$ cat config.mk
export PLATFORM = sky130hd
export DESIGN_NAME = charger_contactor_sequencer_flat
export DESIGN_NICKNAME = d
export VERILOG_FILES = /design/src/rtl/ccs_pkg.sv /design/src/rtl/ccs_stream_if.sv /design/src/rtl/ccs_eval.sv /design/src/rtl/charger_contactor_sequencer.sv /design/src/flat_wrapper.sv
export SDC_FILE = /design/constraint.sdc
export NUM_CORES = 1
export LEC_CHECK = 0
export BUFFER_PORTS_ARGS = -buffer_cell sky130_fd_sc_hd__buf_2
export CORE_MARGIN = 5
export CORE_UTILIZATION = 53
export CTS_CLUSTER_DIAMETER = 200
export DETAILED_ROUTE_END_ITERATION = 10
export PLACE_DENSITY_LB_ADDON = 0.05
export SYNTH_ARGS = -nofsm -noshare
export SYNTH_HDL_FRONTEND = slang
export SYNTH_SLANG_ARGS = --single-unit
$ cat constraint.sdc
create_clock -name i_clk -period 4.15 [get_ports i_clk]
set_clock_uncertainty 0.05 [all_clocks]
set_input_delay 0.415 -clock i_clk [delete_from_list [all_inputs] [get_ports i_clk]]
set_output_delay 0.415 -clock i_clk [all_outputs]
set_load 0.02 [all_outputs]
$ cat src/rtl/ccs_pkg.sv
`timescale 1ns / 1ps
// ----------------------------------------------------------------------------
// ccs_pkg: shared types and constants of the charger contactor sequencer
// Phase codes, channel payloads and the sequencer state record.
// ----------------------------------------------------------------------------
package ccs_pkg;

    localparam int DELAY_W = 16;
    localparam logic [DELAY_W-1:0] SETTLE_RESET = 16'd1000;

    typedef enum logic [1:0] {
        PH_STOP = 2'd0,
        PH_PRE  = 2'd1,
        PH_BRK  = 2'd2,
        PH_WORK = 2'd3
    } t_phase;

    typedef struct packed {
        logic ready_req;
        logic start_req;
        logic warn_active;
        logic error_active;
        logic precharge_done;
        logic tick;
    } t_in_item;

    typedef struct packed {
        logic [1:0] phase;
        logic       working;
        logic       stop_entry;
        logic       fan_on;
        logic       battery_breaker_on;
        logic       precharge_restart;
        logic       fault_clear;
        logic       current_update;
    } t_out_item;

    typedef struct packed {
        logic [DELAY_W-1:0] settle_delay;
    } t_cfg_item;

    typedef struct packed {
        t_phase phase;
        logic   entry_pending;
        logic   fan_level;
        logic   breaker_level;
    } t_seq_state;

endpackage

$ cat src/rtl/ccs_stream_if.sv
`timescale 1ns / 1ps
// ----------------------------------------------------------------------------
// ccs_stream_if: valid/ready channel
// One transaction moves when valid and ready are both high at a clock edge.
// ----------------------------------------------------------------------------
interface ccs_stream_if #(
    parameter type t_payload = logic
);
    logic     valid;
    logic     ready;
    t_payload data;

    modport source (output valid, output data, input ready);
    modport sink   (input valid, input data, output ready);
endinterface

$ cat src/rtl/ccs_eval.sv
`timescale 1ns / 1ps
// ----------------------------------------------------------------------------
// ccs_eval: one sequencer evaluation
// Resolves the phase chain stop -> precharge -> breaker -> work in one pass.
// ----------------------------------------------------------------------------
module ccs_eval #(
    parameter int COUNT_BITS = 16
) (
    input  ccs_pkg::t_seq_state                i_state,
    input  logic [COUNT_BITS-1:0]              i_count,
    input  ccs_pkg::t_in_item                  i_item,
    input  logic [ccs_pkg::DELAY_W-1:0]        i_settle_delay,
    output ccs_pkg::t_seq_state                o_state,
    output logic [COUNT_BITS-1:0]              o_count,
    output ccs_pkg::t_out_item                 o_result
);

    localparam int CMP_W = (COUNT_BITS > ccs_pkg::DELAY_W) ? COUNT_BITS : ccs_pkg::DELAY_W;

    ccs_pkg::t_phase       p;
    logic                  e;
    logic                  fan;
    logic                  brk;
    logic [COUNT_BITS-1:0] cnt;
    logic                  stop_p;
    logic                  pre_p;
    logic                  clr_p;
    logic                  cur_p;
    logic                  advance_ok;

    always_comb begin
        p          = i_state.phase;
        e          = i_state.entry_pending;
        fan        = i_state.fan_level;
        brk        = i_state.breaker_level;
        cnt        = i_count;
        stop_p     = 1'b0;
        pre_p      = 1'b0;
        clr_p      = 1'b0;
        cur_p      = 1'b0;
        advance_ok = i_item.ready_req && !i_item.warn_active;

        if (i_item.error_active || !i_item.start_req) begin
            // forced stop, no chain
            if (p != ccs_pkg::PH_STOP || e) begin
                stop_p = 1'b1;
                fan    = 1'b0;
                brk    = 1'b0;
            end
            p = ccs_pkg::PH_STOP;
            e = 1'b0;
        end else begin
            if (p == ccs_pkg::PH_STOP) begin
                if (e) begin
                    stop_p = 1'b1;
                    fan    = 1'b0;
                    brk    = 1'b0;
                    e      = 1'b0;
                end
                if (advance_ok) begin
                    p = ccs_pkg::PH_PRE;
                    e = 1'b1;
                end
            end

            if (p == ccs_pkg::PH_PRE) begin
                if (e) begin
                    pre_p = 1'b1;
                    e     = 1'b0;
                end
                if (!i_item.ready_req) begin
                    // drop back and run stop entry; ready stays low so it ends there
                    p      = ccs_pkg::PH_STOP;
                    stop_p = 1'b1;
                    fan    = 1'b0;
                    brk    = 1'b0;
                    e      = 1'b0;
                end else begin
                    fan = 1'b1;
                    if (i_item.precharge_done && !i_item.warn_active) begin
                        p = ccs_pkg::PH_BRK;
                        e = 1'b1;
                    end
                end
            end

            if (p == ccs_pkg::PH_BRK) begin
                if (e) begin
                    cnt   = '0;
                    clr_p = 1'b1;
                    e     = 1'b0;
                end else if (i_item.tick && (cnt != {COUNT_BITS{1'b1}})) begin
                    cnt = cnt + 1'b1;
                end
                if (CMP_W'(cnt) >= CMP_W'(i_settle_delay)) begin
                    brk = 1'b1;
                    p   = ccs_pkg::PH_WORK;
                    e   = 1'b1;
                end
            end

            if (p == ccs_pkg::PH_WORK) begin
                e     = 1'b0;
                cur_p = 1'b1;
            end
        end
    end

    always_comb begin
        o_state.phase         = p;
        o_state.entry_pending = e;
        o_state.fan_level     = fan;
        o_state.breaker_level = brk;
        o_count               = cnt;

        o_result.phase              = p;
        o_result.working            = (p == ccs_pkg::PH_WORK);
        o_result.stop_entry         = stop_p;
        o_result.fan_on             = fan;
        o_result.battery_breaker_on = brk;
        o_result.precharge_restart  = pre_p;
        o_result.fault_clear        = clr_p;
        o_result.current_update     = cur_p;
    end

endmodule

$ cat src/rtl/charger_contactor_sequencer.sv
`timescale 1ns / 1ps
// ----------------------------------------------------------------------------
// charger_contactor_sequencer: four-phase charge sequencer
//
// Channels: i_item carries one evaluation (ready, start, warning, error,
// precharge done, tick); o_result returns one result transaction per item
// (phase, working, entry pulses, fan and breaker levels). i_cfg writes the
// settle delay in ticks; it is always ready, and the user must write it
// only while idle; the block itself does not enforce this. An accepted
// item lands in the input register, is evaluated and registered in the
// result register, and its result is offered from there.
// Throughput: one item per cycle while the receiver keeps ready high; the
// whole phase chain resolves in the evaluation logic between the registers.
// Reset: phase stop with the stop entry pending, settle count cleared,
// fan and breaker off, settle delay 1000, both registers empty.
// Stall: while the receiver holds ready low the result holds, the input
// register still takes one more item, then ready to the sender drops.
// ----------------------------------------------------------------------------
module charger_contactor_sequencer #(
    parameter int COUNT_BITS = 16
) (
    input  logic         i_clk,
    input  logic         i_rst_n,
    ccs_stream_if.sink   i_item,
    ccs_stream_if.source o_result,
    ccs_stream_if.sink   i_cfg
);

    logic                          r_in_valid;
    ccs_pkg::t_in_item             r_in;
    logic                          r_out_valid;
    ccs_pkg::t_out_item            r_out;
    ccs_pkg::t_seq_state           r_state;
    logic [COUNT_BITS-1:0]         r_count;
    logic [ccs_pkg::DELAY_W-1:0]   r_settle_delay;

    ccs_pkg::t_seq_state           n_state;
    logic [COUNT_BITS-1:0]         n_count;
    ccs_pkg::t_out_item            n_out;
    logic                          adv;

    // move the held item into the result register
    assign adv = r_in_valid && (!r_out_valid || o_result.ready);

    assign i_item.ready   = !r_in_valid || adv;
    assign i_cfg.ready    = 1'b1;
    assign o_result.valid = r_out_valid;
    assign o_result.data  = r_out;

    ccs_eval #(
        .COUNT_BITS (COUNT_BITS)
    ) u_eval (
        .i_state        (r_state),
        .i_count        (r_count),
        .i_item         (r_in),
        .i_settle_delay (r_settle_delay),
        .o_state        (n_state),
        .o_count        (n_count),
        .o_result       (n_out)
    );

    always_ff @(posedge i_clk) begin
        if (!i_rst_n) begin
            r_in_valid             <= 1'b0;
            r_out_valid            <= 1'b0;
            r_state.phase          <= ccs_pkg::PH_STOP;
            r_state.entry_pending  <= 1'b1;
            r_state.fan_level      <= 1'b0;
            r_state.breaker_level  <= 1'b0;
            r_count                <= '0;
            r_settle_delay         <= ccs_pkg::SETTLE_RESET;
        end else begin
            if (i_cfg.valid) begin
                r_settle_delay <= i_cfg.data.settle_delay;
            end
            if (i_item.valid && i_item.ready) begin
                r_in_valid <= 1'b1;
            end else if (adv) begin
                r_in_valid <= 1'b0;
            end
            if (adv) begin
                r_out_valid <= 1'b1;
                r_state     <= n_state;
                r_count     <= n_count;
            end else if (o_result.ready) begin
                r_out_valid <= 1'b0;
            end
        end
    end

    always_ff @(posedge i_clk) begin
        if (i_item.valid && i_item.ready) begin
            r_in <= i_item.data;
        end
        if (adv) begin
            r_out <= n_out;
        end
    end

`ifndef NO_ASSERTIONS
    a_state_hold: assert property (@(posedge i_clk) disable iff (!i_rst_n)
        !adv |=> $stable(r_state) && $stable(r_count))
        else $error("sequencer state changed without a transaction");

    a_result_phase: assert property (@(posedge i_clk) disable iff (!i_rst_n)
        adv |=> (o_result.data.phase == r_state.phase) && o_result.valid)
        else $error("result phase differs from stored phase");

    a_breaker_work: assert property (@(posedge i_clk) disable iff (!i_rst_n)
        r_state.breaker_level == (r_state.phase == ccs_pkg::PH_WORK))
        else $error("breaker level out of step with work phase");

    a_pending_stop: assert property (@(posedge i_clk) disable iff (!i_rst_n)
        r_state.entry_pending |-> (r_state.phase == ccs_pkg::PH_STOP))
        else $error("entry left pending outside stop phase");
`endif

endmodule

$ cat src/flat_wrapper.sv
// flat-port wrapper written by rule: the top's interface ports become plain ports
module charger_contactor_sequencer_flat 
#(
    parameter int COUNT_BITS = 16
)
  (i_clk, i_rst_n, i_item_valid, i_item_data, i_item_ready, o_result_valid, o_result_data, o_result_ready, i_cfg_valid, i_cfg_data, i_cfg_ready);
  ccs_stream_if #(.t_payload(ccs_pkg::t_in_item)) i_item_i ();
  ccs_stream_if #(.t_payload(ccs_pkg::t_out_item)) o_result_i ();
  ccs_stream_if #(.t_payload(ccs_pkg::t_cfg_item)) i_cfg_i ();
  input  logic i_clk;
  input  logic i_rst_n;
  input wire logic [$bits(i_item_i.valid)-1:0] i_item_valid;
  input wire logic [$bits(i_item_i.data)-1:0] i_item_data;
  output wire logic [$bits(i_item_i.ready)-1:0] i_item_ready;
  output wire logic [$bits(o_result_i.valid)-1:0] o_result_valid;
  output wire logic [$bits(o_result_i.data)-1:0] o_result_data;
  input wire logic [$bits(o_result_i.ready)-1:0] o_result_ready;
  input wire logic [$bits(i_cfg_i.valid)-1:0] i_cfg_valid;
  input wire logic [$bits(i_cfg_i.data)-1:0] i_cfg_data;
  output wire logic [$bits(i_cfg_i.ready)-1:0] i_cfg_ready;
  assign i_item_i.valid = i_item_valid;
  assign i_item_i.data = i_item_data;
  assign i_item_ready = i_item_i.ready;
  assign o_result_valid = o_result_i.valid;
  assign o_result_data = o_result_i.data;
  assign o_result_i.ready = o_result_ready;
  assign i_cfg_i.valid = i_cfg_valid;
  assign i_cfg_i.data = i_cfg_data;
  assign i_cfg_ready = i_cfg_i.ready;
  charger_contactor_sequencer #(.COUNT_BITS(COUNT_BITS)) u_core (.i_clk(i_clk), .i_rst_n(i_rst_n), .i_item(i_item_i), .o_result(o_result_i), .i_cfg(i_cfg_i));
endmodule
* Word level (Yosys, flattened, before mapping) *
Cells that the tools add are included.
Widths: inputs -> output; s select.

word-level totals
  flip-flop bits (word level) = 54
  latch bits = 0
  RAM bits = 0
  bits in read-only memories = 0
  input port bits = 27
  output and inout bits = 12
  logic and storage cells = 105
  memories kept = 0

operators by class
  add/sub/neg operators = 1
  multiply operators = 0
  divide/modulo/power cells = 0
  order comparisons = 1
  equality and inequality tests = 5
  shift operators = 0
  mux-type cells = 53
  bitwise logic cells = 3
  reductions and logical operators = 20

operators by type and width
  operator               count
  $mux 16                4
  $mux 1                 38
  $mux 2                 11
  $add 16x1->16 const B  1
  $ge 16x16->1           1
  $ne 16x16->1 const B   1
  $eq 2x2->1 const B     3
  $reduce_bool 2->1      3
  $logic_and 1x1->1      5
  $logic_not 1->1        4
  $logic_or 1x1->1       4
  $reduce_or 2->1        2
  $not 1->1              3
  $reduce_and 3->1       1
  $eq 2x1->1 const B     1
  $logic_not 2->1        1

* Longest topological paths before layout *
Gate-level depths: netlist (run 1).

  word-level depth = 19
  gate-level depth with buffers = 14

* By module *
Synthesis (run 1) repeated with hierarchy kept, for this count alone.

unflattened totals
  cell total of the unflattened synthesis = 422
  area, all modules = 3585.9 sq um

by module, submodules not included
  module                       times used  cells each  area each (sq um)
  charger_contactor_sequencer  1           170         2010.7
  ccs_eval                     1           252         1575.3

* Worst setup path after synthesis (run 1) *
Ideal clock, no wire load.

  path type = register to register
  start = reg u_core.r_count[11]
  end = reg u_core.r_state[0] (netlist bit)
  data arrival time = 3006 ps
  required time = 3999 ps
  setup slack = 993 ps
  stages on the path, launching flop included = 14
  path buffers = 1
  period minus slack after synthesis = 3157 ps
  cell sequence = dfxtp_1 buf_2 nand4_1 nor3_2 a21boi_2 nand2_1 xor2_1 nor2_1 ha_1 o211ai_1 a2111oi_0 o21ai_0 a31o_2 o41ai_1

between the ends
  cells in the longest elaborated chain, start to end = 10

ends and longest elaborated chain
  item                                                   line                               text
  start: declaration                                     charger_contactor_sequencer.sv:34  logic [COUNT_BITS-1:0] r_count;
  start signal: assignment                               charger_contactor_sequencer.sv:84  r_count <= n_count;
  branches (longest 2 deep; another with $add 16x1->16)  -
  $mux 16 *                                              ccs_eval.sv:92                     end else if (i_item.tick && (cnt != {COUNT_BITS{1'b1}})) begin
  $mux 16 *                                              ccs_eval.sv:88                     if (e) begin
  $mux 16 *                                              ccs_eval.sv:87                     if (p == ccs_pkg::PH_BRK) begin
  $mux 16 *                                              ccs_eval.sv:43                     if (i_item.error_active || !i_item.start_req) begin
  $ge 16x16->1 *                                         ccs_eval.sv:95                     if (CMP_W'(cnt) >= CMP_W'(i_settle_delay)) begin
  $mux 1 *                                               ccs_eval.sv:95
  $mux 1 *                                               ccs_eval.sv:87
  $mux 1 *                                               ccs_eval.sv:43
  end signal: assignment                                 charger_contactor_sequencer.sv:83  r_state <= n_state;
  end: declaration                                       charger_contactor_sequencer.sv:33  ccs_pkg::t_seq_state r_state;

Mark *: on every way between the ends. The select of a mux whose other input is x is not followed.
A chain may end at the register's enable or synchronous reset.

* Worst setup path after layout (run 1) *
Ends and elaborated chain as after synthesis.

==> summary.md, run 1 <==
| Metric | Value |
|---|---|
| Outcome | complete, no violations |
| Slew of the pin with the lowest slew margin | between 0.6 and 0.7 ns |
| Post-CTS setup buffer count | 0 |
| CP required | ~4.3 ns |
| # resized after CTS | 0 |
| Count of cell types in the netlist | 53 |
| Crit Path Class | flop to flop |
| Layout cells sized above 1 | 0.152 |
| EDFF count, synth | 15 |
| Ys flop type | dfxtp_1 |
| H-tree depth | 2 |
| Crit. End Element | flop |
| # diodes | 0 |
| Register area share after synthesis | 0.406 |
| Sw power | 0.237 mW |
| Synth Area in Compound Gates | 0.154 |
| Root Buffer | clkbuf_8 |
| Critical Path AT | around 3.8 ns |
| Hold Path Depth | 1 |
| Initial antenna violation count | 0 |
| Die area | ~0.0073 sq mm |
| Setup Viol. Count Final | 0 |
| Internal power | 0.736 mW |
| Fin Hold WS | 0.232 ns |
| Final core utilization | 0.601 |
| Max cap viols | 0 |
| Main combinational cell family by area after synthesis | simple AND/OR/NAND/NOR gates |
| Largest net degree at the start of global routing | 26 |
| Slowest-stage cell, CP | nor3_2 |
| Main area contributors after synthesis | dfxtp_1 26%, edfxtp_1 15%, ha_1 7.0% |
| Total CTS buffers | 5 |
| Post-DP Area | 0.00323 sq mm |
| RSZ-0062 raised after global routing | no |
| Yosys Warn Count | 0 |
| Crit start category | flop |
| Final net count | 425 |
| Tot Pwr | between 0.9 and 1 mW |
| Gr ovfl total | 0 |
| Final Hold Viols | 0 |
| Normalized max-slew margin | 0.594 |
| Wire length per cell | 13.8 microns |
| Tcrit/Tclk final | 0.871 |
| Place WS | between 0.5 and 0.6 ns |
| First-pass GRT wire length | between 10000 and 15000 microns |
| Cell count after placement | roughly 450 |
| Final HPWL DP | roughly 4800 microns |
| TritonCTS Sinks | 54 |
| RD Place Congestion | approximately 0.88 |
| Mapped Cells | approximately 360 |
| Average size of a mapped cell | approximately 8.5 sq um |
| Total wire length | between 6000 and 7000 microns |
| Worst R2R Path Depth | 12 |
| Synth Cell Area | roughly 0.003 sq mm |
| Rows | 27 |
| Initial Util | 0.547 |
| Max incr delay on CP | slightly below 0.6 ns |
| Clock power share | 0.315 |
| Vias after detailed routing | around 2400 |
| Switching Share | 0.244 |
| Comb pwr share | 0.098 |
| Critical Path Stages | 12 |
| Critical path buffers and inverters | 0 |
| Seq pwr share | 0.587 |
| Global Route Usage Sum | 0.175 |
| Synth Area in Adders | 0.0702 |
| Max FO, Critical Path | 7 |
| Crit path max-delay family | compound AO/OA/AOI/OAI gates |
| Fill count | about 520 |
| Clock Path Buffers | 2 |
| Post-Synth XOR/XNOR Area | 0.0404 |
| DRT antenna net count | 0 |
| Final instance area | around 0.0033 sq mm |
| HP Class | input port to flop |
| Reg clk slew, reported paths | 0.10 ns |
| Commonest non-fill, non-tap cell in the layout | nor2_1 |
| First-pass detailed-route iteration total | 4 |
| Syn Nets | between 300 and 400 |
| Initial DRC Count | roughly 130 |
| Mux cell area share after synthesis | 0.0396 |
| CP Cell Sequence | nand4_1, nor3_2, a21boi_2, nand2_1, xor2_1, nor2_1, ha_1, o211ai_1, a2111oi_0, o21ai_0, a31o_2, o41ai_1 |
| Die height | between 80 and 90 microns |
| Commonest non-fill, non-tap cells in the layout | 47 x nor2_1, 39 x dfxtp_1, 37 x buf_2 |
| Count of pins over their slew limit | 0 |
| Simple-Gate Fraction of Synth Area | 0.224 |
| DR DRC count | 0 |
| Vias in the first global route | 2311 |
| Setup TNS | 0 ns |
| Share of the synthesized area in the top cell type | 0.258 |
| Async SR Flop Fraction | 0 |
| F_max | 0.277 GHz |
| Max rail drop VDD | 0.176 mV |
| CTS tree | built |
| Lkg Pwr | roughly 1.4 nW |
| Worst setup margin | ~0.53 ns |
| Layout Cells excl Fill | 454 |
| # port buffers | 37 |
| Yosys top cell by area | dfxtp_1 |
| Flops & latches, synth | 54 |
| Die W | ~86 microns |
| Setup slack, reg-to-reg | around 0.53 ns |
| IO Count | 39 |
| Area delta synth->final | 9.86% |
| Period minus WS final | roughly 3.6 ns |
| Hold-fix buffers, CTS | 0 |
| Vias/cell | roughly 5.4 |
| Core footprint | between 0.005 and 0.006 sq mm |
| PD cells | about 290 mW/mm^2 |
| Worst-Skew Late Latency | 0.30 ns |
## cells in the mapped netlist, types with 7 or more instances
| cell | count |
|---|---|
| nor2_1 | 47 |
| dfxtp_1 | 39 |
| nand2_1 | 36 |
| a21oi_1 | 24 |
| inv_1 | 24 |
| ha_1 | 17 |
| o21ai_0 | 16 |
| edfxtp_1 | 15 |
| clkbuf_1 | 13 |
| mux2i_1 | 12 |
| nand3_1 | 10 |
| nor3_1 | 9 |
| xor2_1 | 9 |
| o211ai_1 | 8 |
| nand4_1 | 7 |
## power groups by stage
stage,sequential [mW],clock [mW],combinational [mW]
after floorplan,0.586,0,0.0606
after global placement,0.583,0,0.0949
after detailed placement,0.584,0,0.0958
after CTS,0.572,0.319,0.0962
after global routing,0.574,0.345,0.108
final,0.571,0.306,0.0954
## registers in the layout, summed over array words and instances (netlist names)
register / flops
u_core.r_in_valid: 1
u_core.r_count: 16
u_core.r_in: 6
u_core.o_result.data: 9
u_core.r_settle_delay: 16
u_core.o_result.valid: 1
u_core.r_state: 5
## path summary, 6_finish.rpt
check	start	end
setup / recovery	u_core.r_count[11]$_SDFFE_PN0P_	u_core.r_state[0]$_SDFFE_PN0P_
hold / removal	i_item_data[2]	u_core.r_in[2]$_DFFE_PP_
setup reg to reg	u_core.r_count[11]$_SDFFE_PN0P_	u_core.r_state[0]$_SDFFE_PN0P_
hold reg to reg	u_core.r_state[2]$_SDFFE_PN1P_	u_core.r_state[2]$_SDFFE_PN1P_
## routing by layer
layer	wire length, microns	share of wire	track usage
met1	3150	0.50	0.242
met2	2760	0.44	0.278
met3	265	0.042	0.0355
met4	91	0.015	0.0504
met5	0	0	0
## worst reg2reg max path: stages, from the launching register on
cell and delay (ns):
dfxtp_1 0.46, nand4_1 0.22, nor3_2 0.58, a21boi_2 0.22, nand2_1 0.14, xor2_1 0.15, nor2_1 0.06, ha_1 0.30
o211ai_1 0.08, a2111oi_0 0.38, o21ai_0 0.22, a31o_2 0.27, o41ai_1 0.36
## cell type report
cell class | count | area (sq um) | share of cell area
multi-input cells | 255 | 1600 | 0.482
flip-flops and latches | 54 | 1230 | 0.370
repair buffers | 41 | 215 | 0.0646
inverters | 24 | 90.1 | 0.0270
well taps | 72 | 90.1 | 0.0270
clock buffers | 6 | 82.6 | 0.0248
clock inverters | 2 | 17.5 | 0.00526
## cell families after synthesis
family                   Yosys count
adder cells (fa/ha/maj)           17
AND/OR/NAND/NOR                  137
XOR/XNOR                          14
other                              1
AO/OA/AOI/OAI                     74
multiplexers                      12
buffers and inverters             46
flip-flops                        54
No activity file was read; power rests on OpenSTA's default activity.
==> inputs of run 2 (changes only) <==
==> constraint.sdc (replaced) <==
create_clock -name i_clk -period 4.38 [get_ports i_clk]
set_clock_uncertainty 0.05 [all_clocks]
set_input_delay 0.438 -clock i_clk [delete_from_list [all_inputs] [get_ports i_clk]]
set_output_delay 0.438 -clock i_clk [all_outputs]
set_load 0.02 [all_outputs]
==> run 2 against run 1 <==
Net effect:
- largest cell class unchanged
- cell area down 0.26%
- die area unchanged
- first-iteration DRC count up 13%
- critical endpoint unchanged
==> summary.md, run 2 (synthesis results as in run 1) <==
| Metric | Value |
|---|---|
| Hold Path Origin | i_item_data[0] (was i_item_data[2]) |
| Total CTS buffers | 5 (unchanged) |
| Tcrit/Tclk final | 0.830 (was 0.871) |
| # port buffers | 37 (unchanged) |
| Max rail drop VDD | 0.144 mV (was 0.176 mV) |
| Post-CTS setup buffer count | 0 (unchanged) |
| Max cap viols | 0 (unchanged) |
| Crit Path Class | flop to flop (unchanged) |
| Die height | 85.6 microns (unchanged) |
| Final net count | 424 (was 425) |
| # diodes | 0 (unchanged) |
| HP Class | input port to flop (unchanged) |
| Slowest-stage cell, CP | nor3_2 (unchanged) |
| Setup TNS | 0 ns (unchanged) |
| Layout cells sized above 1 | 0.150 (was 0.152) |
| Commonest non-fill, non-tap cell in the layout | nor2_1 (unchanged) |
| RD Place Congestion | 0.884 (was 0.883) |
| Hold-fix buffers, CTS | 0 (unchanged) |
| TritonCTS Sinks | 54 (unchanged) |
| Final core utilization | 0.600 (was 0.601) |
| Lkg Pwr | 1.35 nW (was 1.36 nW) |
| Gr ovfl total | 0 (unchanged) |
| Final Hold Viols | 0 (unchanged) |
| Largest net degree at the start of global routing | 26 (unchanged) |
| Crit start category | flop (unchanged) |
| Root Buffer | clkbuf_8 (unchanged) |
| Initial DRC Count | 146 (was 129) |
| # resized after CTS | 0 (unchanged) |
| Critical R2R Launch | u_core.r_count[12]$_SDFFE_PN0P_ (was u_core.r_count[11]$_SDFFE_PN0P_) |
| Wire length per cell | 14.1 microns (was 13.8 microns) |
| Die W | 85.6 microns (unchanged) |
| Total wire length | 6410 microns (was 6260 microns) |
| Initial Util | 0.547 (unchanged) |
| Die area | 0.00733 sq mm (unchanged) |
| RSZ-0062 raised after global routing | no (unchanged) |
| Final HPWL DP | 4800 microns (was 4760 microns) |
| H-tree depth | 2 (unchanged) |
| Clock Path Buffers | 2 (unchanged) |
| Count of pins over their slew limit | 0 (unchanged) |
| Slew of the pin with the lowest slew margin | 0.730 ns (was 0.605 ns) |
| First-pass GRT wire length | 10600 microns (was 10500 microns) |
| Crit path launch | u_core.r_count[12]$_SDFFE_PN0P_ (was u_core.r_count[11]$_SDFFE_PN0P_) |
| PD cells | 279 mW/mm^2 (was 292 mW/mm^2) |
| Max FO, Critical Path | 7 (unchanged) |
| Commonest non-fill, non-tap cells in the layout | 47 x nor2_1, 39 x dfxtp_1, 37 x buf_2 (unchanged) |
| IO Count | 39 (unchanged) |
| Normalized max-slew margin | 0.513 (was 0.594) |
| Setup Viol. Count Final | 0 (unchanged) |
| Rows | 27 (unchanged) |
| Global Route Usage Sum | 0.178 (was 0.175) |
| Outcome | complete, no violations (unchanged) |
| Vias after detailed routing | 2470 (was 2449) |
| Period minus WS final | 3.63 ns (was 3.62 ns) |
| Area delta synth->final | 9.58% (was 9.86%) |
| Core footprint | 0.00554 sq mm (unchanged) |
| CP Cell Sequence | nand4_1, nor3_2, a21boi_2, nand2_1, xor2_1, nor2_1, ha_1, o211ai_1, a2111oi_0, o21ai_0, a31o_2, o41ai_1 (unchanged) |
| F_max | 0.275 GHz (was 0.277 GHz) |
| CP required | 4.53 ns (was 4.29 ns) |
| DRT antenna net count | 0 (unchanged) |
| DR DRC count | 0 (unchanged) |
| CTS tree | built (unchanged) |
| Crit. End Element | flop (unchanged) |
| Vias/cell | 5.45 (was 5.39) |
| Critical Path AT | 3.78 ns (was 3.75 ns) |
| Reg clk slew, reported paths | 0.10 ns (about the same) |
| Vias in the first global route | 2246 (was 2311) |
| First-pass detailed-route iteration total | 4 (unchanged) |
| Worst-Skew Late Latency | 0.31 ns (was 0.30 ns) |
| Max incr delay on CP | 0.60 ns (was 0.58 ns) |
| Initial antenna violation count | 0 (unchanged) |
[run 2: changes by cell type in the layout (fill, tap and decap cells not counted), sizes merged]
| cell | delta |
|---|---|
| inv | +1 |
| buf | -1 |
| clkinv | -2 |
| clkinvlp | +1 |
[run 2: final cells by class]
cell class                 count  area [sq um]
multi-input combinational    255          1600
inverter                      24          90.1
tap                           72          90.1
clock inverter                 2          16.3
clock buffer                   6          82.6
fill                         521          2220
sequential                    54          1230
timing repair buffer          40           208
[run 2: through the flow]
stage / power [mW] / area, sq um / std cells / setup slack [ns] / hold slack [ns]
after floorplan: 0.612 / 3030 / 355 / 1.22 / 0.398
after global routing: 0.975 / 3320 / 453 / 0.321 / 0.230
after global placement: 0.642 / 3220 / 445 / 0.977 / 0.422
after detailed placement: 0.643 / 3220 / 445 / 0.782 / 0.422
final: 0.927 / 3320 / 453 / 0.746 / 0.247
after CTS: 0.941 / 3320 / 453 / 0.749 / 0.235
[run 2: metal layers]
layer | share of wire | GRT usage
met5 | 0 | 0
met4 | 0.0078 | 0.0432
met3 | 0.045 | 0.0259
met2 | 0.46 | 0.287
met1 | 0.49 | 0.251
[run 2: worst max-delay path, delay by kind of cell (launching register included)]
kind                       cells  cell delay, ns
xor gates and xnor gates       1            0.15
adders and majority gates      1            0.30
AOI/OAI and AO/OA              6            1.54
and+or+nand+nor                4            1.02
DFF                            1            0.48
[run 2: final timing paths]
kind,end,slack [ns],cells after the start
hold reg to reg,u_core.r_state[2]$_SDFFE_PN1P_,0.44,2
setup / recovery,u_core.r_state[0]$_SDFFE_PN0P_,0.75,12
setup reg to reg,u_core.r_state[0]$_SDFFE_PN0P_,0.75,12
hold / removal,u_core.r_in[0]$_DFFE_PP_,0.25,1
[run 2: where the power goes]
part	internal [mW]	total [mW]	switching, mW	leakage, nW
registers	0.532	0.541	0.00948	0.464
clock network	0.130	0.296	0.165	0.0478
logic	0.0348	0.0900	0.0552	0.837
total	0.697	0.927	0.230	1.35
==> inputs of run 3 (changes only) <==
--- a/config.mk
+++ b/config.mk
@@ -5,6 +5,7 @@
 export SDC_FILE = /design/constraint.sdc
 export NUM_CORES = 1
 export LEC_CHECK = 0
+export ABC_AREA = 1
 export BUFFER_PORTS_ARGS = -buffer_cell sky130_fd_sc_hd__buf_2
 export CORE_MARGIN = 5
 export CORE_UTILIZATION = 53
==> constraint.sdc (replaced) <==
create_clock -name i_clk -period 3.4 [get_ports i_clk]
set_clock_uncertainty 0.05 [all_clocks]
set_input_delay 0.34 -clock i_clk [delete_from_list [all_inputs] [get_ports i_clk]]
set_output_delay 0.34 -clock i_clk [all_outputs]
set_load 0.02 [all_outputs]
==> run 3 against run 2 <==
Net effect:
- first-iteration DRC count grew 34%
- setup slack lost 0.40 ns
- synthesized cell count grew 19%
- via count grew 9.4%
- combinational power grew 49%
- utilization grew 1.5 points
- die area grew 1.9%
- non-clock buffer count shrank 1
- cell count grew 17%
- clock-buffer cell count shrank 1
- wire length grew 4.7%
- fmax grew 19%
- largest cell class unchanged
- highest routed layer unchanged
==> summary.md, run 3 <==
| Metric | Value |
|---|---|
| Reg clk slew, reported paths | 0.10 ns (about the same) |
| Mapped Cells | 423 (was 355) |
| Yosys Warn Count | 0 (unchanged) |
| Main combinational cell family by area after synthesis | simple AND/OR/NAND/NOR gates (unchanged) |
| # resized after CTS | 0 (unchanged) |
| Area delta synth->final | 11.3% (was 9.58%) |
| Die height | 86.4 microns (was 85.6 microns) |
| Tot Pwr | 1.28 mW (was 0.927 mW) |
| Synth Cell Area | 0.00310 sq mm (was 0.00303 sq mm) |
| Initial DRC Count | 196 (was 146) |
| Layout cells sized above 1 | 0.157 (was 0.150) |
| HP Class | input port to flop (unchanged) |
| Count of cell types in the netlist | 36 (was 53) |
| First-pass detailed-route iteration total | 4 (unchanged) |
| Register area share after synthesis | 0.398 (was 0.406) |
| First-pass GRT wire length | 11600 microns (was 10600 microns) |
| # diodes | 0 (unchanged) |
| Total CTS buffers | 5 (unchanged) |
| EDFF count, synth | 15 (unchanged) |
| DR DRC count | 0 (unchanged) |
| Gr ovfl total | 0 (unchanged) |
| Initial Util | 0.552 (was 0.547) |
| Worst-Skew Late Latency | 0.30 ns (was 0.31 ns) |
| IO Count | 39 (unchanged) |
| Critical R2R Launch | u_core.r_count[1]$_SDFFE_PN0P_ (was u_core.r_count[12]$_SDFFE_PN0P_) |
| Die W | 86.4 microns (was 85.6 microns) |
| Clock Path Buffers | 2 (unchanged) |
| Normalized max-slew margin | 0.649 (was 0.513) |
| Initial antenna violation count | 0 (unchanged) |
| Share of the synthesized area in the top cell type | 0.252 (was 0.258) |
| Syn Nets | 467 (was 399) |
| Worst Hold End | u_core.r_in[0]$_DFFE_PP_ (unchanged) |
| Worst R2R Path Depth | 21 (was 12) |
| F_max | 0.327 GHz (was 0.275 GHz) |
| Register area | 0.00123 sq mm (about the same) |
| Largest net degree at the start of global routing | 31 (was 26) |
| RSZ-0062 raised after global routing | no (unchanged) |
| Lkg Pwr | 1.64 nW (was 1.35 nW) |
| Ys flop type | dfxtp_1 (unchanged) |
| Crit. End Element | flop (unchanged) |
| Root Buffer | clkbuf_8 (unchanged) |
| Vias/cell | 5.09 (was 5.45) |
| Synth cell count leaders | 93 x nand2_1, 54 x inv_1, 52 x nor2_1, 40 x a21oi_1, 39 x dfxtp_1 (was 47 x nor2_1, 39 x dfxtp_1, 36 x nand2_1, 24 x a21oi_1, 24 x inv_1) |
| Synth Area in Adders | 0.0687 (was 0.0702) |
| Tcrit/Tclk final | 0.899 (was 0.830) |
| Global Route Usage Sum | 0.189 (was 0.178) |
| Rows | 27 (unchanged) |
| Simple-Gate Fraction of Synth Area | 0.256 (was 0.224) |
| Setup Viol. Count Final | 0 (unchanged) |
| Die area | 0.00747 sq mm (was 0.00733 sq mm) |
| Total wire length | 6710 microns (was 6410 microns) |
| Commonest non-fill, non-tap cell in the layout | nand2_1 (was nor2_1) |
| Setup slack, reg-to-reg | 0.34 ns (was 0.75 ns) |
| Cell count after placement | 523 (was 445) |
| Count leader, synth | nand2_1 (was nor2_1) |
| Setup TNS | 0 ns (unchanged) |
| Fill count | 544 (was 521) |
| TritonCTS Sinks | 54 (unchanged) |
| H-tree depth | 2 (unchanged) |
| Post-Synth XOR/XNOR Area | 0.0311 (was 0.0404) |
| Outcome | complete, no violations (unchanged) |
| Max FO, Critical Path | 17 (was 7) |
| Mux cell area share after synthesis | 0 (was 0.0396) |
| Critical Path AT | 3.06 ns (was 3.78 ns) |
| Hold-fix buffers, CTS | 0 (unchanged) |
| Count of pins over their slew limit | 0 (unchanged) |
| CTS tree | built (unchanged) |
| Period minus WS final | 3.06 ns (was 3.63 ns) |
| # port buffers | 37 (unchanged) |
| Final net count | 502 (was 424) |
| Hold Path Origin | i_item_data[0] (unchanged) |
| RD Place Congestion | 0.942 (was 0.884) |
| Multi-input logic area | 0.00157 sq mm (was 0.00160 sq mm) |
| Post-CTS setup buffer count | 0 (unchanged) |
| Final core utilization | 0.615 (was 0.600) |
| Commonest non-fill, non-tap cells in the layout | 93 x nand2_1, 54 x inv_1, 52 x nor2_1 (was 47 x nor2_1, 39 x dfxtp_1, 37 x buf_2) |
| Synth Area in Compound Gates | 0.148 (was 0.154) |
| Hold Path Depth | 1 (unchanged) |
| Final Hold Viols | 0 (unchanged) |
| Layout Cells excl Fill | 531 (was 453) |
| Flops & latches, synth | 54 (unchanged) |
| Vias after detailed routing | 2702 (was 2470) |
| Main area contributors after synthesis | dfxtp_1 25%, edfxtp_1 15%, nand2_1 11% (was dfxtp_1 26%, edfxtp_1 15%, ha_1 7.0%) |
| Yosys top cell by area | dfxtp_1 (unchanged) |
| Wire length per cell | 12.6 microns (was 14.1 microns) |
| Slew of the pin with the lowest slew margin | 0.525 ns (was 0.730 ns) |
| DRT antenna net count | 0 (unchanged) |
| Async SR Flop Fraction | 0 (unchanged) |
| PD cells | 371 mW/mm^2 (was 279 mW/mm^2) |
| Max cap viols | 0 (unchanged) |
| Final HPWL DP | 5120 microns (was 4800 microns) |
| Max rail drop VDD | 0.236 mV (was 0.144 mV) |
| Reg-to-reg endpoint | u_core.o_result.data[6]$_DFFE_PP_ (was u_core.r_state[0]$_SDFFE_PN0P_) |
| Vias in the first global route | 2496 (was 2246) |
| Crit start category | flop (unchanged) |
| Crit Path Class | flop to flop (unchanged) |
| Average size of a mapped cell | 7.32 sq um (was 8.54 sq um) |
| Core footprint | 0.00561 sq mm (was 0.00554 sq mm) |
| CP required | 3.40 ns (was 4.53 ns) |
run 3: logic make-up (layout without fill, tap and decap cells):
family	after synthesis	in the layout
simple gates	181	181
compound gates	87	87
buf+inv	72	108
flops	54	54
fa+ha+maj	17	17
xor+xnor	11	11
other cells	1	1
run 3: cell type report:
type,instances,share of cell area
clock buffer,5,0.0200
clock inverter,3,0.0142
inverter,61,0.0672
multi-input combinational,297,0.457
sequential,54,0.358
tap,72,0.0261
timing repair buffer,39,0.0581
run 3: worst max-delay path: stages, from the launching register on:
cell and delay (ns):
dfxtp_2 0.39, ha_2 0.25, inv_2 0.07, nor2_4 0.15, inv_2 0.06, nor2_4 0.14
nand3_4 0.12, nand2_8 0.15, inv_4 0.10, nand2_1 0.09, o21ai_2 0.05, nand2_1 0.10
inv_1 0.06, ha_1 0.30, a21oi_1 0.12, o21ai_0 0.08, a21oi_1 0.13, nand2_1 0.09
nand2_1 0.08, nand2_1 0.05, nand2_1 0.11, nor2_1 0.06
run 3: power by group:
part           internal [mW]  switching (mW)  leakage (nW)
Clock                  0.225           0.221        0.0563
Combinational         0.0477          0.0864          1.11
Sequential             0.688          0.0128         0.468
run 3: through the flow:
step	hold WS [ns]	setup WS [ns]	area, sq um
global placement	0.402	0.302	3320
floorplan	0.383	0.573	3100
CTS	0.141	0.184	3430
detailed placement	0.411	0.207	3320
finish	0.150	0.343	3450
global route	0.120	0.0107	3450
run 3: worst max path at each step:
stage	from	endpoint	slack [ns]
after CTS	u_core.r_count[1]$_SDFFE_PN0P_	u_core.o_result.data[0]$_SDFFCE_PN0P_	0.18
final	u_core.r_count[1]$_SDFFE_PN0P_	u_core.o_result.data[6]$_DFFE_PP_	0.34
after global placement	u_core.r_count[0]$_SDFFE_PN0P_	u_core.o_result.data[0]$_SDFFCE_PN0P_	0.30
after detailed placement	u_core.r_count[1]$_SDFFE_PN0P_	u_core.o_result.data[0]$_SDFFCE_PN0P_	0.21
after floorplan	u_core.r_count[0]$_SDFFE_PN0P_	u_core.o_result.data[0]$_SDFFCE_PN0P_	0.57
after global routing	u_core.r_count[1]$_SDFFE_PN0P_	u_core.o_result.data[6]$_DFFE_PP_	0.01
run 3: metal layers:
layer | track usage | part of all wire | vias up
met4 | 0.0425 | 0.0057 | 0
met3 | 0.0333 | 0.054 | 4
met1 | 0.274 | 0.50 | 1193
li1 | - | - | 1438
met5 | 0 | 0 | -
met2 | 0.292 | 0.44 | 67
